`src/rtl/core/discrete_cdf_sampler_top_defines.svh`:
```
// Assertion macros shared by the sampler modules.
`ifndef DISCRETE_CDF_SAMPLER_TOP_DEFINES_SVH
`define DISCRETE_CDF_SAMPLER_TOP_DEFINES_SVH

// Checks that the consequent holds in the same cycle as the antecedent.
`define DCS_ASSERT_SAME(lbl, clk, rst_n, ante, cons) \
    lbl: assert property (@(posedge clk) disable iff (!rst_n) (ante) |-> (cons)) \
        else $error("sampler check failed");

// Checks that the consequent holds in the cycle after the antecedent.
`define DCS_ASSERT_NEXT(lbl, clk, rst_n, ante, cons) \
    lbl: assert property (@(posedge clk) disable iff (!rst_n) (ante) |=> (cons)) \
        else $error("sampler check failed");

`endif

```
`src/rtl/core/dcs_ram.sv`:
```
// Generic single-port-write, single-port-read RAM with a registered read.
`timescale 1ns / 1ps
module dcs_ram #(
    parameter int WIDTH = 8,
    parameter int DEPTH = 16
) (
    input  logic                     i_clk,
    input  logic                     i_we,
    input  logic [$clog2(DEPTH)-1:0] i_waddr,
    input  logic [WIDTH-1:0]         i_wdata,
    input  logic                     i_re,
    input  logic [$clog2(DEPTH)-1:0] i_raddr,
    output logic [WIDTH-1:0]         o_rdata
);

    logic [WIDTH-1:0] r_mem [DEPTH];
    logic [WIDTH-1:0] r_rdata;

    always_ff @(posedge i_clk) begin
        if (i_we) begin
            r_mem[i_waddr] <= i_wdata;
        end
        if (i_re) begin
            r_rdata <= r_mem[i_raddr];
        end
    end

    assign o_rdata = r_rdata;

endmodule

```
`config.mk`:
```
export PLATFORM = sky130hd
export DESIGN_NAME = dcs_ram
export DESIGN_NICKNAME = d
export VERILOG_FILES = /design/src/rtl/core/discrete_cdf_sampler_top_defines.svh /design/src/rtl/core/dcs_ram.sv
export SDC_FILE = /design/constraint.sdc
export NUM_CORES = 1
export LEC_CHECK = 0
export ABC_AREA = 1
export BUFFER_PORTS_ARGS = -buffer_cell sky130_fd_sc_hd__buf_4
export CORE_UTILIZATION = 55
export DETAILED_ROUTE_END_ITERATION = 8
export GPL_ROUTABILITY_DRIVEN = 0
export PLACE_DENSITY = 0.73
export SLEW_MARGIN = 10
export SYNTH_ARGS = -nofsm -noshare
export SYNTH_HDL_FRONTEND = slang
export SYNTH_SLANG_ARGS = --single-unit
```
`constraint.sdc`:
```
create_clock -name i_clk -period 1.25 [get_ports i_clk]
set_input_delay 0.0625 -clock i_clk [delete_from_list [all_inputs] [get_ports i_clk]]
set_output_delay 0.0625 -clock i_clk [all_outputs]
set_load 0.01 [all_outputs]
```
==> impl_metrics.env, run 1 <==
export IMPL_status="finished clean"
export IMPL_drive_gt1_share_pct=13.29
export IMPL_final_setup_skew_ns=0.004897
export IMPL_drc=0
export IMPL_via_per_inst=5.280
export IMPL_endpoint_kind="register"
export IMPL_ir_drop_mv=0.9415
export IMPL_swShare_pct=21.00
export IMPL_intPower_mw=8.586
export IMPL_required_ns=1.53
export IMPL_clock_sinks=136
export IMPL_critPathMaxStageDelay_ns=0.38
export IMPL_power_mw=10.87
export IMPL_ys_seq_area_share_pct=69.85
export IMPL_maxCapViolCount=0
export IMPL_portBuffers=26
export IMPL_cts_buffers_inserted=17
export IMPL_clk_pin_slew_ns=0.06
export IMPL_grt_usage_pct=26.10
export IMPL_p_leak_nw=3.018
export IMPL_tightest_slew_ns=0.5864
export IMPL_syn_to_final_growth_pct=19.32
export IMPL_routed_wl_mm=13.15
export IMPL_timing_final_crit_share_pct=96.21
export IMPL_syn_area_mm2=0.005847
export IMPL_netlist_area_leader_share_pct=69.85
export IMPL_ys_ff_latch=136
export IMPL_grt_pass1_wl_mm=20.53
export IMPL_hold_class="input pin to register"
export IMPL_synthMuxAreaShare_pct=0
export IMPL_final_cells=753
export IMPL_crit_chain="inv_1 > nand2_1 > nand3_1 > nand3_1 > nand3_2 > nand2_1"
export IMPL_critPathMaxFanout=1
export IMPL_synthesis_nets=570
export IMPL_crit_arrival_ns=1.48
export IMPL_synth_simple_area_share_pct=20.76
export IMPL_hold_viol_final=0
export IMPL_rsz0062_at_grt="false"
export IMPL_timing_critical_path_from="r_mem[7][1]"
export IMPL_netlist_instances=551
export IMPL_first_global_vias=3849
export IMPL_synth_area_per_cell_um2=10.61
export IMPL_pin_count=27
export IMPL_ys_warnings_count=0
export IMPL_worstHoldStart="i_raddr[2]"
export IMPL_antenna_left=0
export IMPL_start_kind="register"
export IMPL_pwr_share_comb_pct=6.4
export IMPL_drt_iter0_markers=321
export IMPL_clockBufferDepth=2
export IMPL_layout_nets=625
export IMPL_fmax_mhz=831.5
export IMPL_gr_total_overflow=0
export IMPL_dieWidth_um=105.1
export IMPL_placed_cells=713
export IMPL_switching_power_mw=2.282
export IMPL_first_pass_iters=4
export IMPL_tns_ns=0
export IMPL_yosysTopAreaCell="edfxtp_1"
export IMPL_grt_max_degree=44
export IMPL_num_vias=3976
export IMPL_p_per_area_mw_per_mm2=1558
export IMPL_synth_top_family_by_area="simple AND/OR/NAND/NOR gates"
export IMPL_layout_min_cycle_time_ns=1.203
export IMPL_start_util_pct=56.64
export IMPL_power_frac_seq_pct=47.6
export IMPL_synthAdderAreaFrac_pct=0
export IMPL_dieArea_mm2=0.01105
export IMPL_setup_viol=0
export IMPL_tritoncts="yes"
export IMPL_synth_compound_gate_area_share_pct=0
export IMPL_relSlewSlack_pct=60.85
export IMPL_drt_wirelength_per_cell_um=17.46
export IMPL_fin_area_mm2=0.006977
export IMPL_post_dp_cell_area_mm2=0.006276
export IMPL_maxSlewViolCount=0
export IMPL_synth_distinct_cells=11
export IMPL_dp_hpwl_mm=8.024
export IMPL_core_mm2=0.01032
export IMPL_final_core_util_pct=67.58
export IMPL_clock_power_share_pct=46.0
export IMPL_critPathSlowestCell="edfxtp_1"
export IMPL_clkLatencyLatePin_ns=0.53
export IMPL_synthXorXnorAreaFrac_pct=0
export IMPL_antenna_found_initial=0
export IMPL_root_buffer="clkbuf_8"
export IMPL_rows=37
export IMPL_critical_path_class="register to register"
export IMPL_cts_htree_levels=4
export IMPL_ys_top_cells_by_area="edfxtp_1 70%, nand2_1 11%, nand3_1 8.3%, inv_1 6.4%, buf_6 1.2%"
export IMPL_diodes=0
export IMPL_die_h_um=105.1
export IMPL_reg2reg_from="r_mem[7][1]"
==> power groups by stage <==
stage	clock (mW)	sequential, mW	combinational [mW]
final	4.99	5.18	0.699
after global routing	5.21	5.18	0.771
after floorplan	0	5.27	0.360
after detailed placement	0	5.27	0.665
after global placement	0	5.27	0.652
after CTS	5.03	5.17	0.697
==> flip-flops by register name (all words and copies together), names as in the netlist <==
| name | count |
|---|---|
| r_mem | 128 |
| o_rdata | 8 |
==> critical path, delay by kind of cell, from the launching register on <==
family | cells | cell delay, ns
DFF | 1 | 0.38
buffers and inverters | 1 | 0.09
and+or+nand+nor | 5 | 0.49
==> through the flow <==
step	hold slack, ns	worst slack [ns]
after floorplan	0.1614	0.2367
after global placement	0.3733	0.0008407
after detailed placement	0.3808	-0.05412
after CTS	0.02651	0.02449
after global routing	0.07008	0.003224
final	0.03250	0.04735
==> metal layers <==
metal	global-route usage [%]	wire length (um)	up-vias
li1	-	-	1888
met1	34.82	5401	1874
met2	40.54	6306	182
met3	5.802	1062	32
met4	13.18	380	0
met5	0	0	-
==> area by class of cell <==
cell class                 count  area [um2]
sequential                   136        4084
multi-input combinational    289        1219
clock inverter                13       181.4
fill                         755        3347
inverter                     102       382.9
clock buffer                  17       414.1
tap                          136       170.2
timing repair buffer          60       525.5
==> cell usage in the layout (no fill, tap or decap) <==
cell,count
clkinv_1,1
nand3_2,1
dlygate4sd3_1,10
bufinv_16,4
clkbuf_8,1
inv_1,100
clkbuf_16,16
clkinv_4,2
nor2_1,17
clkinvlp_4,4
buf_4,46
nand3_1,96
clkinv_2,2
edfxtp_1,136
buf_12,4
nand3b_1,2
inv_2,2
nand2_1,173
==> path summary, 6_finish.rpt <==
check | endpoint | cells past startpoint | slack, ns
worst max register to register | o_rdata[1] | 6 | 0.05
worst max-delay path | o_rdata[1] | 6 | 0.05
worst min register to register | o_rdata[2] | 6 | 0.75
worst min-delay path | o_rdata[4] | 4 | 0.03
==> synth_stat cells <==
master	instances
buf_4	4
nand3_1	97
buf_2	13
nand2_1	173
inv_2	2
inv_1	100
nand3b_1	2
buf_1	1
nor2_1	17
buf_6	6
edfxtp_1	136
==> logic make-up after synthesis <==
logic type             Yosys count
buffers and inverters          126
flip-flops                     136
AND/OR/NAND/NOR                289
==> timing repair <==
item	4_1_cts	5_1_grt
hold endpoints to repair	142	0
endpoints found under the setup margin	0	1
resized for setup	0	1
hold buffers	10	0
setup buffers	0	0
(Power assumes the default switching activity.)
==> run 2, diff against run 1 <==
--- a/config.mk
+++ b/config.mk
@@ -10,7 +10,8 @@
 export CORE_UTILIZATION = 55
 export DETAILED_ROUTE_END_ITERATION = 8
 export GPL_ROUTABILITY_DRIVEN = 0
-export PLACE_DENSITY = 0.73
+export PLACE_DENSITY = 0.7
+export SETUP_SLACK_MARGIN = 0.3
 export SLEW_MARGIN = 10
 export SYNTH_ARGS = -nofsm -noshare
 export SYNTH_HDL_FRONTEND = slang
==> impl_metrics.env, run 2 (synthesis gave the netlist of run 1 again) <==
export IMPL_layout_nets=624
export IMPL_timing_final_crit_share_pct=93.49
export IMPL_regMostFlops="r_mem"
export IMPL_fmax_mhz=855.7
export IMPL_core_mm2=0.01032
export IMPL_portBuffers=26
export IMPL_dp_hpwl_mm=7.958
export IMPL_maxSlewViolCount=0
export IMPL_grt_max_degree=45
export IMPL_crit_family="flip-flops"
export IMPL_mostFrequentLayoutCell="nand2_1"
export IMPL_post_dp_cell_area_mm2=0.006294
export IMPL_clock_sinks=136
export IMPL_p_per_area_mw_per_mm2=1528
export IMPL_rr_endpoint="o_rdata[1]"
export IMPL_diodes=0
export IMPL_grtUsageMet2_pct=42.15
export IMPL_first_global_vias=3972
export IMPL_r2r_slack_ns=0.13
export IMPL_clockBufferDepth=2
export IMPL_ir_drop_mv=0.9791
export IMPL_cts_buffers_inserted=17
export IMPL_layout_min_cycle_time_ns=1.169
export IMPL_syn_to_final_growth_pct=25.04
export IMPL_drt_iter0_markers=387
export IMPL_num_vias=3988
export IMPL_crit_arrival_ns=1.11
export IMPL_dieWidth_um=105.1
export IMPL_dieArea_mm2=0.01105
export IMPL_final_cells=754
export IMPL_first_pass_iters=5
export IMPL_clk_pin_slew_ns=0.06
export IMPL_root_buffer="clkbuf_8"
export IMPL_path_buf_inv=1
export IMPL_drt_wirelength_per_cell_um=18.10
export IMPL_die_h_um=105.1
export IMPL_via_per_inst=5.289
export IMPL_met3_usage_pct=6.488
export IMPL_drc=0
export IMPL_required_ns=1.19
export IMPL_holdPathStages=4
export IMPL_largest_reg_flops=128
export IMPL_antenna_left=0
export IMPL_mostFrequentLayoutCells="163 x nand2_1, 136 x edfxtp_1, 98 x inv_1"
export IMPL_routed_wl_mm=13.65
export IMPL_power_mw=11.17
export IMPL_endpoint_kind="primary output"
export IMPL_relSlewSlack_pct=45.44
export IMPL_critPathMaxStageDelay_ns=0.43
export IMPL_final_setup_skew_ns=0.003996
export IMPL_ff2ff_path_depth=6
export IMPL_reg2reg_from="r_mem[1][1]"
export IMPL_hold_class="input pin to register"
export IMPL_critical_path_class="register to primary output"
export IMPL_final_core_util_pct=70.82
export IMPL_p_leak_nw=3.145
export IMPL_grt_pass1_wl_mm=21.11
export IMPL_hold_viol_final=0
export IMPL_whs_endpoint="o_rdata[7]"
export IMPL_placed_cells=712
export IMPL_cts_htree_levels=4
export IMPL_use_met1_pct=35.22
export IMPL_critPathMaxFanout=1
export IMPL_worstHoldStart="i_raddr[2]"
export IMPL_rsz0062_at_grt="true"
export IMPL_tightest_slew_ns=0.8171
export IMPL_start_util_pct=56.64
export IMPL_crit_chain="buf_6"
export IMPL_drive_gt1_share_pct=23.30
export IMPL_grt_usage_pct=26.49
export IMPL_critPathSlowestCell="edfxtp_1"
export IMPL_maxCapViolCount=0
export IMPL_start_kind="register"
export IMPL_antenna_found_initial=0
export IMPL_gr_total_overflow=0
export IMPL_clkLatencyLatePin_ns=0.53
export IMPL_tritoncts="yes"
export IMPL_rows=37
export IMPL_hold_slack_ns=0.02748
export IMPL_fin_area_mm2=0.007311
export IMPL_setup_viol=0
export IMPL_grt_busiest_layer="met2"
export IMPL_status="finished clean"
export IMPL_pin_count=27
==> run 2: cell count changes in the layout (fill, tap and decap cells not counted), sizes merged <==
cell,previous run,this run
buf,50,49
bufinv,4,5
clkinvlp,4,3
clkinv,5,7
==> run 2: stage by stage <==
stage	setup TNS, ns	worst slack [ns]
finish	0	0.08132
global route	0	0.04991
CTS	0	0.05801
detailed placement	-0.1208	-0.06461
global placement	-0.04934	-0.03327
floorplan	0	0.2367
==> run 2: how the worst max path moves through the flow <==
stage | startpoint | end | cells after the start
finish | o_rdata[4] | o_rdata[4] | 1
global route | o_rdata[4] | o_rdata[4] | 1
CTS | o_rdata[4] | o_rdata[4] | 1
detailed placement | i_raddr[1] | o_rdata[5] | 6
global placement | i_raddr[1] | o_rdata[5] | 6
floorplan | i_waddr[2] | r_mem[11][0] | 2
==> run 2: routing by layer <==
| metal | vias up | part of all wire, % |
|---|---|---|
| met5 | - | 0 |
| li1 | 1892 | - |
| met4 | 0 | 2.6 |
| met2 | 169 | 49 |
| met3 | 29 | 7.5 |
| met1 | 1898 | 41 |
==> run 2: timing repair <==
action                     CTS  global route
gates resized for setup     37            31
buffers inserted             0             0
setup endpoints to repair   16            16
pin swaps                   24            10
hold endpoints to repair   144             0
hold buffers                10             0
==> run 2: layout make-up <==
type,count,area [um2]
flip-flops and latches,136,4084
repair buffers,59,560.5
clock inverters,15,207.7
well taps,136,170.2
clock buffers,17,414.1
multi-input cells,289,1491
fillers,719,3013
inverters,102,382.9
==> run 2: where the power goes <==
group	internal [mW]	total [mW]	switching, mW
sequential	5.14	5.17	0.0346
combinational	0.284	0.786	0.502
clock	3.41	5.21	1.80
