`src/rtl/core/discrete_cdf_sampler_top_defines.svh`:
```
// Assertion macros shared by the sampler modules.
`ifndef DISCRETE_CDF_SAMPLER_TOP_DEFINES_SVH
`define DISCRETE_CDF_SAMPLER_TOP_DEFINES_SVH

// Checks that the consequent holds in the same cycle as the antecedent.
`define DCS_ASSERT_SAME(lbl, clk, rst_n, ante, cons) \
    lbl: assert property (@(posedge clk) disable iff (!rst_n) (ante) |-> (cons)) \
        else $error("sampler check failed");

// Checks that the consequent holds in the cycle after the antecedent.
`define DCS_ASSERT_NEXT(lbl, clk, rst_n, ante, cons) \
    lbl: assert property (@(posedge clk) disable iff (!rst_n) (ante) |=> (cons)) \
        else $error("sampler check failed");

`endif

```
`src/rtl/core/dcs_pkg.sv`:
```
// Types, codes and constants shared by the sampler modules.
`timescale 1ns / 1ps
package dcs_pkg;

    localparam int MAX_ENTRIES_DEF = 256;
    localparam int CUM_W           = 33;
    localparam int POS_W           = 16;
    localparam int DATA_W          = CUM_W + POS_W;
    localparam int SUM_W           = 34;

    localparam logic [SUM_W-1:0] ONE_SUM       = 34'h1_0000_0000;
    localparam logic [CUM_W-1:0] ONE_CUM       = 33'h1_0000_0000;
    localparam logic [SUM_W-1:0] SUM_TOLERANCE = 34'd43;

    typedef enum logic [1:0] {
        M_CLEAR  = 2'd0,
        M_APPEND = 2'd1,
        M_FINISH = 2'd2,
        M_DRAW   = 2'd3
    } t_mode;

    typedef enum logic [2:0] {
        ST_OK    = 3'd0,
        ST_OVER  = 3'd1,
        ST_UNDER = 3'd2,
        ST_FULL  = 3'd3,
        ST_NONE  = 3'd4,
        ST_DUP   = 3'd5
    } t_status;

    typedef enum logic {
        S_IDLE   = 1'b0,
        S_SEARCH = 1'b1
    } t_state;

    typedef struct packed {
        logic [CUM_W-1:0] last_cum;
        logic [POS_W-1:0] last_pos;
    } t_tbl_info;

    typedef struct packed {
        logic    valid;
        t_status status;
    } t_tbl_res;

    typedef struct packed {
        logic             valid;
        logic [POS_W-1:0] idx;
        t_status          status;
    } t_draw_res;

endpackage

```
`src/rtl/core/dcs_table.sv`:
```
// Table builder: running sum, entry count, positions and the append and finish checks.
`timescale 1ns / 1ps
`include "discrete_cdf_sampler_top_defines.svh"
module dcs_table
    import dcs_pkg::*;
#(
    parameter int MAX_ENTRIES = MAX_ENTRIES_DEF
) (
    input  logic                             i_clk,
    input  logic                             i_rst_n,
    input  logic                             i_accept,
    input  t_mode                            i_mode,
    input  logic [CUM_W-1:0]                 i_weight,
    output logic [$clog2(MAX_ENTRIES+1)-1:0] o_count,
    output t_tbl_info                        o_info,
    output t_tbl_res                         o_res,
    output logic                             o_we,
    output logic [$clog2(MAX_ENTRIES)-1:0]   o_waddr,
    output logic [DATA_W-1:0]                o_wdata
);

    localparam int CW = $clog2(MAX_ENTRIES + 1);
    localparam int AW = $clog2(MAX_ENTRIES);

    logic [CW-1:0]    r_count, n_count;
    logic [SUM_W-1:0] r_sum, n_sum;
    logic [POS_W-1:0] r_pos, n_pos;
    logic [CUM_W-1:0] r_last_cum, n_last_cum;
    logic [POS_W-1:0] r_last_pos, n_last_pos;

    logic [SUM_W-1:0] w_sum;
    logic [CUM_W-1:0] w_clamped;
    logic             w_over;
    logic             w_dup;
    logic             w_full;

    assign w_sum     = r_sum + {1'b0, i_weight};
    assign w_over    = w_sum > (ONE_SUM + SUM_TOLERANCE);
    assign w_clamped = (w_sum > ONE_SUM) ? ONE_CUM : w_sum[CUM_W-1:0];
    assign w_dup     = (r_count != '0) && (r_last_cum == w_clamped);
    assign w_full    = r_count == CW'(MAX_ENTRIES);

    always_comb begin
        n_count    = r_count;
        n_sum      = r_sum;
        n_pos      = r_pos;
        n_last_cum = r_last_cum;
        n_last_pos = r_last_pos;
        o_we       = 1'b0;
        o_waddr    = r_count[AW-1:0];
        o_wdata    = {w_clamped, r_pos};
        o_res      = '{valid: 1'b0, status: ST_OK};
        if (i_accept) begin
            unique case (i_mode)
                M_CLEAR: begin
                    o_res.valid = 1'b1;
                    n_count     = '0;
                    n_sum       = '0;
                    n_pos       = '0;
                end
                M_APPEND: begin
                    o_res.valid = 1'b1;
                    n_pos       = r_pos + 1'b1;
                    if (i_weight == '0) begin
                        o_res.status = ST_OK;
                    end else if (w_over) begin
                        o_res.status = ST_OVER;
                    end else if (w_dup) begin
                        o_res.status = ST_DUP;
                        n_sum        = {1'b0, w_clamped};
                    end else if (w_full) begin
                        o_res.status = ST_FULL;
                    end else begin
                        o_we       = 1'b1;
                        n_sum      = {1'b0, w_clamped};
                        n_count    = r_count + 1'b1;
                        n_last_cum = w_clamped;
                        n_last_pos = r_pos;
                    end
                end
                M_FINISH: begin
                    o_res.valid = 1'b1;
                    if ((r_sum < ONE_SUM) && ((ONE_SUM - r_sum) > SUM_TOLERANCE)) begin
                        o_res.status = ST_UNDER;
                    end
                end
                M_DRAW: begin
                    o_res.valid = 1'b0;
                end
                default: begin
                    o_res.valid = 1'b0;
                end
            endcase
        end
    end

    always_ff @(posedge i_clk) begin
        if (!i_rst_n) begin
            r_count <= '0;
            r_sum   <= '0;
            r_pos   <= '0;
        end else begin
            r_count <= n_count;
            r_sum   <= n_sum;
            r_pos   <= n_pos;
        end
        r_last_cum <= n_last_cum;
        r_last_pos <= n_last_pos;
    end

    assign o_count = r_count;
    assign o_info  = '{last_cum: r_last_cum, last_pos: r_last_pos};

    `DCS_ASSERT_SAME(a_count_bound, i_clk, i_rst_n, 1'b1, r_count <= CW'(MAX_ENTRIES))
    `DCS_ASSERT_SAME(a_sum_bound, i_clk, i_rst_n, 1'b1, r_sum <= ONE_SUM)

endmodule

```
`config.mk`:
```
export PLATFORM = sky130hd
export DESIGN_NAME = dcs_table
export DESIGN_NICKNAME = d
export VERILOG_FILES = /design/src/rtl/core/dcs_pkg.sv /design/src/rtl/core/dcs_table.sv
export VERILOG_INCLUDE_DIRS = /design/src /design/src/rtl/core
export SDC_FILE = /design/constraint.sdc
export NUM_CORES = 1
export LEC_CHECK = 0
export ABC_AREA = 1
export ABC_CLOCK_PERIOD_IN_PS = 13700
export BUFFER_PORTS_ARGS = -buffer_cell sky130_fd_sc_hd__buf_2
export CAP_MARGIN = 0
export CORE_MARGIN = 1
export CORE_UTILIZATION = 30
export DETAILED_ROUTE_END_ITERATION = 6
export SLEW_MARGIN = 20
export SYNTH_ARGS = -nofsm -noshare
export SYNTH_HDL_FRONTEND = slang
export SYNTH_SLANG_ARGS = --single-unit
```
`constraint.sdc`:
```
create_clock -name i_clk -period 13.7 [get_ports i_clk]
set_input_delay 2.74 -clock i_clk [delete_from_list [all_inputs] [get_ports i_clk]]
set_output_delay 2.74 -clock i_clk [all_outputs]
set_load 0.005 [all_outputs]
```
==> results.rst <==
.. list-table::
   :header-rows: 1

   * - Metric
     - Value
   * - Fill cell count
     - 3347
   * - Root buf cell
     - clkbuf_16
   * - Flop and latch count out of synthesis
     - 107
   * - Largest stage delay, worst path
     - 0.41 ns
   * - Net count, final
     - 1686
   * - Worst-case clock buffer depth
     - 2
   * - Internal Power
     - 597.2 uW
   * - Total clock buffers created by CTS
     - 9
   * - Routed len/inst
     - 15.71 um
   * - Hold path depth
     - 0
   * - Relative contribution of combinational cells to total power
     - 38.4%
   * - Sw Pwr
     - 407.5 uW
   * - I/O pin count
     - 158
   * - Number of diodes
     - 0
   * - CTS tree
     - done
   * - Number of buffer and inverter instances along the worst setup path
     - 4
   * - Number of H-tree levels
     - 3
   * - Buffers added on ports
     - 157
   * - Area added between synthesis and finish
     - 14.74%
   * - GR Overflow Total
     - 0
   * - Post-synth top flop
     - dfxtp_1
   * - Post-route clock period utilization
     - 72.73%
   * - Post-detail-place hpwl
     - 25.15 mm
   * - Yosys warning count
     - 0
   * - Core area
     - 29800 um2
   * - Clock latency on the worst-skew pair
     - 0.36 ns
   * - Row Count
     - 63
   * - Synthesized instance count
     - 1475
   * - Fin Clk Skew
     - 0.01219 ns
   * - Post-cts gate resize count
     - 0
   * - Worst Setup Path Type
     - input port to output port
   * - Power density of the placed cells
     - 95.99 nW/um2
   * - Post-route total power
     - 1.005 mW
   * - Post-synthesis net count
     - 1555
   * - Hold-fix buffer count after cts
     - 0
   * - Post CTS Setup Buffer Count
     - 0
   * - Syn Std Cell Area
     - 9122 um2
   * - Number of search-and-repair iterations in the first detailed-routing pass
     - 5
   * - First-pass GRT wire length
     - 48.83 mm
   * - Final Routed Wirelength
     - 31.44 mm
   * - Area taken by multi-input logic gates
     - 5264 um2
   * - Endpoint kind of the worst setup timing path
     - output port
   * - Maximum number of pins on one net before global-route repair
     - 67
   * - Vias per Instance
     - 4.901
   * - Sequential share of the synthesized area
     - 28.86%
   * - Number of slew-limit violations in the final report
     - 0
   * - Fraction of registers with async set/reset
     - 0%
   * - Crit path launch type
     - input port
   * - Depth of the worst register-to-register path
     - 26
   * - Leakage power figure
     - 5.498 nW
   * - Last weighted congestion value of the routability-driven placer
     - 0.9369
   * - Crit path max fanout
     - 49
   * - Share of total power in the clock network
     - 24.8%
   * - Area of the die
     - 31110 um2
   * - Worst slew slack as a fraction of its limit
     - 46.20%
   * - Number of global-route vias before repair
     - 8991
   * - Number of gates on the worst path with buffers counted
     - 30
   * - DIE WIDTH
     - 176.4 um
   * - Starting density of the core
     - 30.62%
   * - Req. time, crit path
     - 10.96 ns
   * - Data arrival time of the critical path
     - 7.22 ns
   * - Max Cap Viol
     - 0
   * - Final Hold Slack
     - 0.4950 ns
   * - Register cell area after layout
     - 2633 um2
   * - Remaining number of nets flagged by the antenna check after routing
     - 0
   * - Sequential Power Share
     - 36.8%
   * - Per-instance average area after synthesis
     - 6.185 um2
   * - Vias
     - 9806
   * - First DRT Iteration DRCs
     - 845
   * - Gate family responsible for the most delay along the worst path
     - simple AND/OR/NAND/NOR gates
   * - Slowest cell on crit path
     - nand2_4
   * - Worst supply voltage drop on vdd
     - 60.05 uV
   * - Number of distinct library cells after synthesis
     - 47
   * - Final worst path period need
     - 9.964 ns
   * - Fraction of final layout cells sized beyond drive strength 1
     - 12.29%
   * - Number of hold violations in the final report
     - 0
   * - Post-route DRC
     - 0
   * - Class of the worst hold path
     - flip-flop to flip-flop
   * - Final-report setup violation count
     - 0
   * - Clock input transition at the sequential cells of the worst setup and hold paths
     - 0.08 ns
   * - Net Sw Frac
     - 40.56%
   * - Run status
     - finished clean
   * - Setup tns final
     - 0 ns
   * - RSZ-0062 raised after global routing
     - false
   * - Count of flip-flops with a built-in enable after synthesis
     - 49
   * - Num Clock Sinks
     - 107
   * - Most prevalent standard cell on the critical path
     - nand2_1
   * - Number of antenna violations at the first check in global routing
     - 0
   * - Tightest Pin Transition
     - 0.8069 ns
   * - DIE HEIGHT
     - 176.4 um
   * - Total GRT Usage
     - 20.14%
   * - Max Clock Freq
     - 0.1004 GHz
[layout by cell type, fill, tap and decap left out, types with 3 or more instances in the layout]
| cell type | n |
|---|---|
| nand3b_1 | 9 |
| nand3_1 | 98 |
| xnor2_1 | 11 |
| nand4_1 | 47 |
| nor4_1 | 16 |
| xor2_1 | 16 |
| buf_2 | 157 |
| and2_1 | 6 |
| nor2_1 | 161 |
| dfxtp_1 | 58 |
| a21oi_1 | 80 |
| inv_1 | 254 |
| clkinv_1 | 6 |
| o211ai_1 | 29 |
| o21ai_0 | 12 |
| a211oi_1 | 4 |
| buf_4 | 5 |
| nor3_1 | 15 |
| nand2_2 | 4 |
| nor2_2 | 7 |
| nor3b_1 | 3 |
| clkbuf_16 | 9 |
| nand2_1 | 480 |
| a221oi_1 | 3 |
| edfxtp_1 | 49 |
| ha_1 | 41 |
[path summary, 6_finish.rpt]
| check | startpoint | end | slack, ns |
|---|---|---|---|
| max | i_weight[0] | o_res[0] | 3.74 |
| min | r_pos[13] | r_last_pos[13] | 0.49 |
| max reg2reg | r_sum[0] | r_last_cum[7] | 8.02 |
| min reg2reg | r_pos[13] | r_last_pos[13] | 0.49 |
[worst register-to-register path: stages (launching register included)]
cell     delay (ns)
dfxtp_1        0.39
ha_1           0.22
inv_1          0.07
fa_1           0.40
inv_1          0.11
nand3_1        0.07
nand2_1        0.15
nand2_1        0.10
nand2_1        0.15
nand3_1        0.13
nand4_1        0.09
nand2_1        0.16
nor2_1         0.19
nand2_1        0.07
nor2_1         0.10
nand2_1        0.11
nand2_4        0.41
nand2_2        0.21
nor2_1         0.35
xor2_1         0.24
nor2_1         0.10
nand2_1        0.07
nor2_1         0.04
nand3_1        0.15
nand2_2        0.20
nor2_4         0.47
buf_4          0.52
[cell usage after synthesis (all sizes together) (2+ instances only)]
cell	count	area share (%)
nor3b	3	0.25
xnor2	11	1.1
o211ai	29	2.4
nor2	169	7.1
a221oi	3	0.29
nor3	15	0.82
a21oi	80	4.4
nand3	100	5.6
xor2	17	1.7
o21ai	12	0.66
ha	41	5.6
nand4	47	3.2
edfxtp	49	16
dfxtp	58	13
buf	25	2.2
o21a	2	0.16
inv	257	11
clkinv	5	0.21
nand2	485	20
nor4	16	1.1
and2	6	0.41
clkbuf	17	0.70
a211oi	4	0.33
nand3b	9	0.74
o21bai	2	0.16
or2	2	0.14
[logic make-up (layout without fill, tap and decap cells)]
family / after synthesis / count (layout) / synth area share [%]
AND/OR/NAND/NOR: 854 / 854 / 39.71
adder cells (fa/ha/maj): 42 / 42 / 5.843
buffers and inverters: 304 / 440 / 13.69
AO/OA/AOI/OAI: 140 / 140 / 9.135
XOR/XNOR: 28 / 28 / 2.771
flip-flops: 107 / 107 / 28.86
[area by class of cell]
type | instances | area share [%]
flip-flops and latches | 107 | 25.15
multi-input cells | 1064 | 50.29
inverters | 262 | 9.395
clock buffers | 10 | 2.187
well taps | 390 | 4.662
repair buffers | 162 | 7.865
clock inverters | 6 | 0.4542
[routing by layer]
metal	global-route usage, %	routed length [um]	up-vias
li1	-	-	4965
met1	28.65	14930	4466
met2	31.53	13840	344
met3	2.670	2058	31
met4	5.855	616	0
met5	0	0	-
[power by group through the flow]
stage                     Sequential [mW]  Combinational, mW  Clock [mW]
after floorplan                     0.369              0.262           0
after global placement              0.376              0.378           0
after detailed placement            0.376              0.379           0
after CTS                           0.369              0.382       0.255
after global routing                0.371              0.432       0.267
final                               0.370              0.386       0.249
[per-stage QoR]
step	std cells	util (%)	area [um2]	setup slack [ns]
4_1_cts	2001	35.13	10470	3.805
5_1_grt	2001	35.13	10470	3.263
3_3_place_gp	1985	34.20	10190	3.872
3_5_place_dp	1985	34.20	10190	3.817
6_report	2001	35.13	10470	3.736
2_1_floorplan	1475	-	9123	5.258
[flip-flops by register name, indices dropped and copies added (netlist names)]
register    count
r_sum          33
r_last_pos     16
o_count         9
r_last_cum     33
r_pos          16
(Power assumes the default switching activity.)
