File: src/rtl/core/discrete_cdf_sampler_top_defines.svh
// Assertion macros shared by the sampler modules.
`ifndef DISCRETE_CDF_SAMPLER_TOP_DEFINES_SVH
`define DISCRETE_CDF_SAMPLER_TOP_DEFINES_SVH

// Checks that the consequent holds in the same cycle as the antecedent.
`define DCS_ASSERT_SAME(lbl, clk, rst_n, ante, cons) \
    lbl: assert property (@(posedge clk) disable iff (!rst_n) (ante) |-> (cons)) \
        else $error("sampler check failed");

// Checks that the consequent holds in the cycle after the antecedent.
`define DCS_ASSERT_NEXT(lbl, clk, rst_n, ante, cons) \
    lbl: assert property (@(posedge clk) disable iff (!rst_n) (ante) |=> (cons)) \
        else $error("sampler check failed");

`endif

File: src/rtl/core/dcs_pkg.sv
// Types, codes and constants shared by the sampler modules.
`timescale 1ns / 1ps
package dcs_pkg;

    localparam int MAX_ENTRIES_DEF = 256;
    localparam int CUM_W           = 33;
    localparam int POS_W           = 16;
    localparam int DATA_W          = CUM_W + POS_W;
    localparam int SUM_W           = 34;

    localparam logic [SUM_W-1:0] ONE_SUM       = 34'h1_0000_0000;
    localparam logic [CUM_W-1:0] ONE_CUM       = 33'h1_0000_0000;
    localparam logic [SUM_W-1:0] SUM_TOLERANCE = 34'd43;

    typedef enum logic [1:0] {
        M_CLEAR  = 2'd0,
        M_APPEND = 2'd1,
        M_FINISH = 2'd2,
        M_DRAW   = 2'd3
    } t_mode;

    typedef enum logic [2:0] {
        ST_OK    = 3'd0,
        ST_OVER  = 3'd1,
        ST_UNDER = 3'd2,
        ST_FULL  = 3'd3,
        ST_NONE  = 3'd4,
        ST_DUP   = 3'd5
    } t_status;

    typedef enum logic {
        S_IDLE   = 1'b0,
        S_SEARCH = 1'b1
    } t_state;

    typedef struct packed {
        logic [CUM_W-1:0] last_cum;
        logic [POS_W-1:0] last_pos;
    } t_tbl_info;

    typedef struct packed {
        logic    valid;
        t_status status;
    } t_tbl_res;

    typedef struct packed {
        logic             valid;
        logic [POS_W-1:0] idx;
        t_status          status;
    } t_draw_res;

endpackage

File: src/rtl/core/dcs_search.sv
// Draw sequencer: binary search over the cumulative table, one memory read per step.
`timescale 1ns / 1ps
`include "discrete_cdf_sampler_top_defines.svh"
module dcs_search
    import dcs_pkg::*;
#(
    parameter int MAX_ENTRIES = MAX_ENTRIES_DEF
) (
    input  logic                             i_clk,
    input  logic                             i_rst_n,
    input  logic                             i_start_draw,
    input  logic [CUM_W-1:0]                 i_uniform,
    input  logic [$clog2(MAX_ENTRIES+1)-1:0] i_count,
    input  t_tbl_info                        i_info,
    input  logic [DATA_W-1:0]                i_rdata,
    output logic                             o_re,
    output logic [$clog2(MAX_ENTRIES)-1:0]   o_raddr,
    output logic                             o_busy,
    output t_draw_res                        o_res
);

    localparam int CW = $clog2(MAX_ENTRIES + 1);
    localparam int AW = $clog2(MAX_ENTRIES);

    t_state r_state, n_state;

    logic [CW-1:0]    r_lo, n_lo;
    logic [CW-1:0]    r_hi, n_hi;
    logic [CW-1:0]    r_mid, n_mid;
    logic [31:0]      r_u, n_u;
    logic             r_found, n_found;
    logic [POS_W-1:0] r_cand, n_cand;

    logic [CUM_W-1:0] w_u_sat;
    logic             w_launch;
    logic [CUM_W-1:0] w_cum;
    logic [POS_W-1:0] w_pos;
    logic             w_gt;
    logic [CW-1:0]    w_lo_step;
    logic [CW-1:0]    w_hi_step;
    logic [CW-1:0]    w_mid_step;
    logic             w_found_step;
    logic [POS_W-1:0] w_cand_step;
    logic             w_more;

    assign w_u_sat  = (i_uniform > ONE_CUM) ? ONE_CUM : i_uniform;
    assign w_launch = i_start_draw && (w_u_sat != '0) && (w_u_sat != ONE_CUM) &&
                      (i_count != '0);

    assign w_cum        = i_rdata[DATA_W-1:POS_W];
    assign w_pos        = i_rdata[POS_W-1:0];
    assign w_gt         = w_cum > {1'b0, r_u};
    assign w_lo_step    = w_gt ? r_lo : CW'(r_mid + 1'b1);
    assign w_hi_step    = w_gt ? r_mid : r_hi;
    assign w_found_step = w_gt | r_found;
    assign w_cand_step  = w_gt ? w_pos : r_cand;
    assign w_mid_step   = CW'(({1'b0, w_lo_step} + {1'b0, w_hi_step}) >> 1);
    assign w_more       = w_lo_step < w_hi_step;

    always_comb begin
        n_state = r_state;
        unique case (r_state)
            S_IDLE: begin
                if (w_launch) begin
                    n_state = S_SEARCH;
                end
            end
            S_SEARCH: begin
                if (!w_more) begin
                    n_state = S_IDLE;
                end
            end
            default: begin
                n_state = S_IDLE;
            end
        endcase
    end

    always_comb begin
        n_lo    = r_lo;
        n_hi    = r_hi;
        n_mid   = r_mid;
        n_u     = r_u;
        n_found = r_found;
        n_cand  = r_cand;
        o_re    = 1'b0;
        o_raddr = r_mid[AW-1:0];
        o_res   = '{valid: 1'b0, idx: '0, status: ST_OK};
        unique case (r_state)
            S_IDLE: begin
                if (i_start_draw) begin
                    if (w_u_sat == '0) begin
                        o_res.valid = 1'b1;
                    end else if (w_u_sat == ONE_CUM) begin
                        o_res.valid = 1'b1;
                        if ((i_count != '0) && (i_info.last_cum == ONE_CUM)) begin
                            o_res.idx = i_info.last_pos;
                        end else begin
                            o_res.status = ST_NONE;
                        end
                    end else if (i_count == '0) begin
                        o_res.valid  = 1'b1;
                        o_res.status = ST_NONE;
                    end else begin
                        n_lo    = '0;
                        n_hi    = i_count;
                        n_mid   = i_count >> 1;
                        n_u     = w_u_sat[31:0];
                        n_found = 1'b0;
                        n_cand  = '0;
                        o_re    = 1'b1;
                        o_raddr = n_mid[AW-1:0];
                    end
                end
            end
            S_SEARCH: begin
                n_lo    = w_lo_step;
                n_hi    = w_hi_step;
                n_found = w_found_step;
                n_cand  = w_cand_step;
                if (w_more) begin
                    n_mid   = w_mid_step;
                    o_re    = 1'b1;
                    o_raddr = w_mid_step[AW-1:0];
                end else begin
                    o_res.valid = 1'b1;
                    if (w_found_step) begin
                        o_res.idx = w_cand_step;
                    end else begin
                        o_res.status = ST_NONE;
                    end
                end
            end
            default: begin
                o_re = 1'b0;
            end
        endcase
    end

    always_ff @(posedge i_clk) begin
        if (!i_rst_n) begin
            r_state <= S_IDLE;
        end else begin
            r_state <= n_state;
        end
        r_lo    <= n_lo;
        r_hi    <= n_hi;
        r_mid   <= n_mid;
        r_u     <= n_u;
        r_found <= n_found;
        r_cand  <= n_cand;
    end

    assign o_busy = r_state == S_SEARCH;

    `DCS_ASSERT_SAME(a_window_open, i_clk, i_rst_n, r_state == S_SEARCH,
        (r_lo <= r_mid) && (r_mid < r_hi))
    `DCS_ASSERT_SAME(a_window_in_table, i_clk, i_rst_n, r_state == S_SEARCH,
        r_hi <= i_count)
    `DCS_ASSERT_SAME(a_no_draw_while_busy, i_clk, i_rst_n, i_start_draw,
        r_state == S_IDLE)
    `DCS_ASSERT_NEXT(a_done_frees, i_clk, i_rst_n, o_res.valid && (r_state == S_SEARCH),
        r_state == S_IDLE)

endmodule

File: config.mk
export PLATFORM = sky130hd
export DESIGN_NAME = dcs_search
export DESIGN_NICKNAME = d
export VERILOG_FILES = /design/src/rtl/core/dcs_pkg.sv /design/src/rtl/core/dcs_search.sv
export VERILOG_INCLUDE_DIRS = /design/src /design/src/rtl/core
export SDC_FILE = /design/constraint.sdc
export NUM_CORES = 1
export LEC_CHECK = 0
export BUFFER_PORTS_ARGS = -buffer_cell sky130_fd_sc_hd__buf_2
export CORE_AREA = 4 4 103 105
export CTS_CLUSTER_DIAMETER = 100
export DETAILED_ROUTE_END_ITERATION = 7
export DIE_AREA = 0 0 107 109
export PLACE_DENSITY = 0.93
export SLEW_MARGIN = 20
export SYNTH_ARGS = -nofsm -noshare
export SYNTH_HDL_FRONTEND = slang
export SYNTH_SLANG_ARGS = --single-unit
File: constraint.sdc
create_clock -name i_clk -period 12.1 [get_ports i_clk]
set_clock_uncertainty 0.1 [all_clocks]
set_input_delay 1.21 -clock i_clk [delete_from_list [all_inputs] [get_ports i_clk]]
set_output_delay 1.21 -clock i_clk [all_outputs]
set_load 0.005 [all_outputs]
==> flow_metrics.tcl, run 1 <==
set metrics [dict create \
    crit_arrival_ns 6.29 \
    cp.required_ns 10.79 \
    critical_path_peak_fanout 48 \
    end_kind "output pin" \
    irDropWorstVdd_uv 126 \
    syn_area_per_cell_sq_um 10.1 \
    p_clk_share_pct 27.7 \
    tightest_slew_ns 0.877 \
    layout.nets 889 \
    drt_iter0_drc 407 \
    combPwrFrac_pct 29.6 \
    fillerInstances 772 \
    p_int_mw 0.534 \
    cts_root_buf "clkbuf_8" \
    post-place-ws_ns 4.56 \
    p_sw_mw 0.243 \
    die_w_um 107 \
    rrSetupSlack_ns 6.44 \
    path_delay_family "simple AND/OR/NAND/NOR gates" \
    hp-start "r_cand[12]" \
    ys_ff_latch 77 \
    slew_violations 0 \
    power.leakage_nw 3.00 \
    drtPass1Iterations 5 \
    totalWireLength_mm 14.9 \
    cts.clk_slew.worst_paths_ns 0.08 \
    reg2reg_to "r_mid[6]" \
    multiInputGateArea_sq_um 2760 \
    cts_tree "yes" \
    worstSetupPathType "in2out" \
    synth_top_cell_by_area "edfxtp_1" \
    r2r_start "r_u[30]" \
    via_count 4757 \
    cts_post_setup_buffers_inserted 0 \
    path_buf_inv 4 \
    io-pin-count 173 \
    synthTopCellsByCount "edfxtp_1, nor2_1, inv_1, ha_1, and2_1" \
    synth_xor_area_share_pct 2.13 \
    setup_slack_ns 4.50 \
    switching_share_pct 31.3 \
    netlist_instances 531 \
    fin_setup_tns_ns 0 \
    seqCellArea_sq_um 2300 \
    io_buffers 170 \
    place_area_sq_um 6310 \
    setup_viol 0 \
    synth-edff-count 76 \
    ys_warn_count 0 \
    crit_slowest_cell "nor4_1" \
    areaGrowthSynthToFinish_pct 21.8 \
    initial_utilization_pct 55.5 \
    seq_area_frac_synth_pct 43.0 \
    die_h_um 109 \
    hold_viol 0 \
    crit_chain "buf_2 > ha_1 > nand4b_1 > nor4_1 > and3_1 > o21bai_4 > buf_4 > mux2i_1 > inv_1 > ha_1 > nor2b_1 > o21ai_0 > a21oi_1 > o21bai_1 > a2bb2oi_1 > a2111o_1 > nor2_2 > nor2_1 > a221o_1 > buf_2" \
    maxSlewHeadroom_pct 41.0 \
    dieArea_sq_um 11700 \
    cts.path.max_buffers 2 \
    grt_pass1_vias 4925 \
    instances_no_fill 834 \
    synth_compound_area_share_pct 13.6 \
    fin_crit_sh_pct 62.8 \
    p_per_area_nw_per_um2 119 \
    synthAdderAreaFrac_pct 11.8 \
    finalInstanceArea_sq_um 6520 \
    antenna_found_initial 0 \
    seqPwrFrac_pct 42.8 \
    yosysUniqueCellTypes 55 \
    synth.most_common_cell "edfxtp_1" \
    grt_setup_unrepaired "no" \
    cts_sinks 77 \
    fin_crit_ns 7.60 \
    hold_depth 2 \
    max_freq_ghz 0.132 \
    run_status "completed" \
    placementRows 36 \
    grt_pass1_wl_mm 23.4 \
    synth_top_cell_area_share_pct 42.6 \
    drive_gt1_share_pct 29.7 \
    start_kind "primary input" \
    ant_nets 0 \
    hp-class "reg2reg" \
    dp.cells 818 \
    grt_max_degree 49 \
    grt_use_total_pct 25.8 \
    hold_buffers 0 \
    wl_per_cell_um 17.9 \
    r2r_cells 19 \
    hold_path_end "r_cand[12]" \
    yosys-mux-area-fraction_pct 5.35 \
    design.core.area_sq_um 9640 \
    gp_congestion 0.959 \
    grt-ovfl-total 0 \
    yosys.area_share.simple_pct 18.3 \
    max_stage_delay_ns 0.59 \
    htreeDepth 3 \
    antennaDiodeCount 0 \
    avgViaCountPerCell 5.70 \
    synth_area_leaders "edfxtp_1, ha_1, and2_1" \
    drc_errors 0 \
    cts_buffers 9 \
    maxCapViolations 0 \
    async_reset_ff_share_pct 0 \
    dpl.hpwl_mm 11.7 \
    synthFlopType "edfxtp_1" \
    cts-resized-gates 0 \
    synth_top_family_by_area "simple AND/OR/NAND/NOR gates" \
    netlist_area_sq_um 5350 \
    clkLatencyLatePin_ns 0.35 \
]
-- per-layer routing --
metal / GRT usage (%) / vias up / part of all wire [%] / wire [um]
li1: - / 2265 / - / -
met1: 31.3 / 2226 / 39 / 5840
met2: 45.0 / 226 / 50 / 7430
met3: 5.98 / 40 / 8.4 / 1250
met4: 9.41 / 0 / 2.7 / 404
met5: 0 / - / 0 / 0
-- cell families (layout without fill, tap and decap cells) --
group,count (synthesis),count (layout)
and+or+nand+nor,183,183
AOI/OAI and AO/OA,106,106
DFF,77,77
buffers and inverters,73,242
adders and majority gates,50,50
muxes,28,28
xor gates and xnor gates,13,13
other,1,2
-- per-stage QoR --
stage | hold slack [ns] | power [mW] | util (%)
after floorplan | 0.478 | 0.488 | -
after global placement | 0.513 | 0.554 | 65.5
after detailed placement | 0.518 | 0.563 | 65.5
after CTS | 0.539 | 0.778 | 67.6
after global routing | 0.582 | 0.817 | 67.6
final | 0.542 | 0.777 | 67.6
-- power by group through the flow --
stage               Sequential, mW  Combinational (mW)  Clock (mW)
floorplan                    0.332               0.156           0
CTS                          0.332               0.228       0.218
finish                       0.332               0.230       0.215
global placement             0.337               0.217           0
global route                 0.334               0.255       0.228
detailed placement           0.338               0.225           0
-- worst max-delay path by stage --
stage / start / endpoint / slack (ns) / depth (start not counted)
2_1_floorplan: i_rdata[30] / o_raddr[3] / 5.33 / 20
3_3_place_gp: i_rdata[20] / o_raddr[3] / 4.80 / 21
3_5_place_dp: i_rdata[46] / o_raddr[3] / 4.56 / 20
4_1_cts: i_rdata[46] / o_raddr[3] / 4.54 / 20
5_1_grt: i_rdata[47] / o_raddr[6] / 4.03 / 20
6_report: i_rdata[46] / o_raddr[3] / 4.50 / 20
-- layout make-up --
cell class / count / share of cell area, %
Sequential cell: 77 / 35.3
Timing Repair Buffer: 175 / 13.6
Tap cell: 133 / 2.55
Multi-Input combinational cell: 382 / 42.4
Clock buffer: 12 / 2.07
Clock inverter: 4 / 1.11
Inverter: 51 / 2.94
-- sequential cells by signal, indices dropped and copies added, names as in the netlist --
name     flops
r_mid        9
o_busy       1
r_u         32
r_cand      16
r_found      1
r_hi         9
r_lo         9
-- worst min-delay path: cells and delay by family, from the launching register on --
| kind | cells | cell delay [ns] |
|---|---|---|
| flip-flops | 1 | 0.33 |
| AND/OR/NAND/NOR | 1 | 0.12 |
| multiplexers | 1 | 0.06 |
-- cell usage in the layout, fill, tap and decap left out, types with 3 or more instances in the layout --
master,netlist,routed
edfxtp_1,76,76
nor3_1,4,4
xnor2_1,7,7
o21bai_1,5,4
nand3_1,8,8
clkbuf_1,13,3
nand4_1,13,13
mux2_2,5,5
inv_1,50,50
a22o_1,11,11
and2_1,43,43
ha_1,49,49
buf_2,3,170
a21o_1,10,10
nand2_1,21,21
a221o_1,5,5
nor2_1,51,51
mux2i_1,23,23
a211oi_1,3,3
clkbuf_8,0,9
xor2_1,6,6
nor2b_1,7,7
o21ai_0,13,12
a22o_2,6,6
buf_4,2,5
a21oi_1,36,36
o31a_1,3,3
and3_1,3,3
nor4_1,18,18
(Power assumes the default switching activity.)
==> inputs of run 2 (changes only) <==
- CORE_AREA: 4 4 103 105 -> 4 4 107 109
- DIE_AREA: 0 0 107 109 -> 0 0 111 113
- PLACE_DENSITY: 0.93 -> 0.87
- clock period: 12.1 -> 7.1 ns (I/O delays scaled with it)
==> run 2 against run 1 <==
Against the previous run:
- routed wire length down 4.3%
- via count down 0.84%
- core utilization down 6.4 points
- hold slack worse by 0.0037 ns
- global-route usage down 3.0 points
- non-clock buffer count up 1
- sequential share of layout area up 0.14 points
- power up 61%
- largest power group unchanged
- highest routed layer unchanged
==> flow_metrics.tcl, run 2 (synthesis gave the netlist of run 1 again) <==
set metrics [dict create \
    areaGrowthSynthToFinish_pct 21.3 \
    cp.required_ns 6.29 \
    worstSetupStartpoint "i_rdata[20]" \
    largest_reg_flops 32 \
    die_w_um 111 \
    grt_setup_unrepaired "no" \
    hold_viol 0 \
    cts.path.max_buffers 2 \
    totalWireLength_mm 14.3 \
    cts_root_buf "clkbuf_8" \
    fin_util_pct 61.2 \
    ant_nets 0 \
    wl_per_cell_um 17.0 \
    p_sw_mw 0.412 \
    dp.cells 826 \
    irDropWorstVdd_uv 126 \
    grt_pass1_wl_mm 23.1 \
    run_status "completed" \
    cts_sinks 77 \
    use_met1_pct 27.2 \
    cts_tree "yes" \
    crit_slowest_cell "a221o_1" \
    cts.clk_slew.worst_paths_ns 0.09 \
    maxSlewHeadroom_pct 43.7 \
    clkLatencyLatePin_ns 0.36 \
    top_register "r_u" \
    io_buffers 170 \
    antennaDiodeCount 0 \
    die_h_um 113 \
    io-pin-count 173 \
    dpl.hpwl_mm 11.3 \
    top_regs "r_u: 32 flops, r_cand: 16 flops" \
    grt_use_total_pct 22.8 \
    hp-class "reg2reg" \
    start_kind "primary input" \
    whs_ns 0.538 \
    grt-ovfl-total 0 \
    drtPass1Iterations 5 \
    use_met2_pct 40.7 \
    tightest_slew_ns 0.842 \
    placementRows 38 \
    p_per_area_nw_per_um2 192 \
    hp-start "r_cand[13]" \
    p_int_mw 0.837 \
    drc_errors 0 \
    fin_crit_ns 6.43 \
    max_stage_delay_ns 0.43 \
    maxCapViolations 0 \
    end_kind "output pin" \
    initial_utilization_pct 50.5 \
    via_count 4717 \
    dieArea_sq_um 12500 \
    gp_congestion 0.936 \
    switching_share_pct 33.0 \
    worstSetupPathType "in2out" \
    crit_arrival_ns 5.62 \
    cts-resized-gates 0 \
    antenna_found_initial 0 \
    combPwrFrac_pct 31.2 \
    layout_commonest_cell "buf_2" \
    design.core.area_sq_um 10600 \
    layout.nets 890 \
    use_met3_pct 5.40 \
    seqPwrFrac_pct 45.2 \
    slew_violations 0 \
    final_cell_mix "buf_2, edfxtp_1, nor2_1" \
    drt_iter0_drc 322 \
    critical_path_peak_fanout 18 \
    max_freq_ghz 0.156 \
    grt_max_degree 39 \
    fin_crit_sh_pct 90.5 \
    power.leakage_nw 2.98 \
    hold_buffers 0 \
    crit_chain "buf_2 > ha_1 > a21oi_1 > o21ai_0 > a221o_1 > o31a_1 > o21bai_4 > buf_4 > buf_4 > nor2_1 > a21oi_1 > ha_1 > and2b_2 > a2111o_1 > nor2_2 > nor2_1 > a221o_1 > buf_2" \
    grt_busiest_layer "met2" \
    grt_pass1_vias 4941 \
    fin_setup_tns_ns 0 \
    avgViaCountPerCell 5.60 \
    r2r_start "r_u[4]" \
    instances_no_fill 842 \
    cts_post_setup_buffers_inserted 0 \
    drive_gt1_share_pct 29.9 \
    setup_viol 0 \
    htreeDepth 3 \
    p_clk_share_pct 23.6 \
    cts_buffers 9 \
]
## run 2: cell types whose count changed in the layout (fill, tap and decap cells not counted), sizes merged
cell,previous run,this run
clkbuf,12,9
clkinv,1,4
bufinv,2,0
buf,175,176
clkinvlp,1,2
inv,51,52
## run 2: path summary, 6_finish.rpt
kind	to	slack (ns)	cells after the start
hold reg to reg	r_cand[13]	0.54	2
hold / removal	r_cand[13]	0.54	2
setup reg to reg	r_mid[8]	1.50	19
setup / recovery	o_raddr[3]	0.67	18
## run 2: stage by stage
step	setup WS [ns]	power (mW)	instance area, sq um
finish	0.674	1.25	6490
global route	0.183	1.32	6490
CTS	0.690	1.25	6490
detailed placement	0.700	0.960	6330
global placement	0.829	0.946	6330
floorplan	1.33	0.832	5360
## run 2: critical path: cells and delay by family
kind | cells | cell delay [ns]
AO/OA/AOI/OAI | 8 | 2.48
AND/OR/NAND/NOR | 4 | 0.95
buffers and inverters | 4 | 0.87
adder cells (fa/ha/maj) | 2 | 0.59
## run 2: per-layer routing
metal | vias up | wire length (um)
li1 | 2266 | -
met1 | 2208 | 5750
met2 | 221 | 7160
met3 | 22 | 1080
met4 | 0 | 283
met5 | - | 0
## run 2: layout make-up
cell class              instances  area, sq um
clock buffers                   9          124
clock inverters                 7         41.3
fillers                       859         4110
inverters                      51          191
multi-input cells             382         2760
flip-flops and latches         77         2300
well taps                     140          175
repair buffers                176          896
## run 2: power by group through the flow
stage | Clock [mW] | Sequential, mW | Combinational [mW]
2_1_floorplan | 0 | 0.567 | 0.266
3_3_place_gp | 0 | 0.573 | 0.373
3_5_place_dp | 0 | 0.575 | 0.385
4_1_cts | 0.299 | 0.564 | 0.388
5_1_grt | 0.321 | 0.568 | 0.433
6_report | 0.295 | 0.565 | 0.390
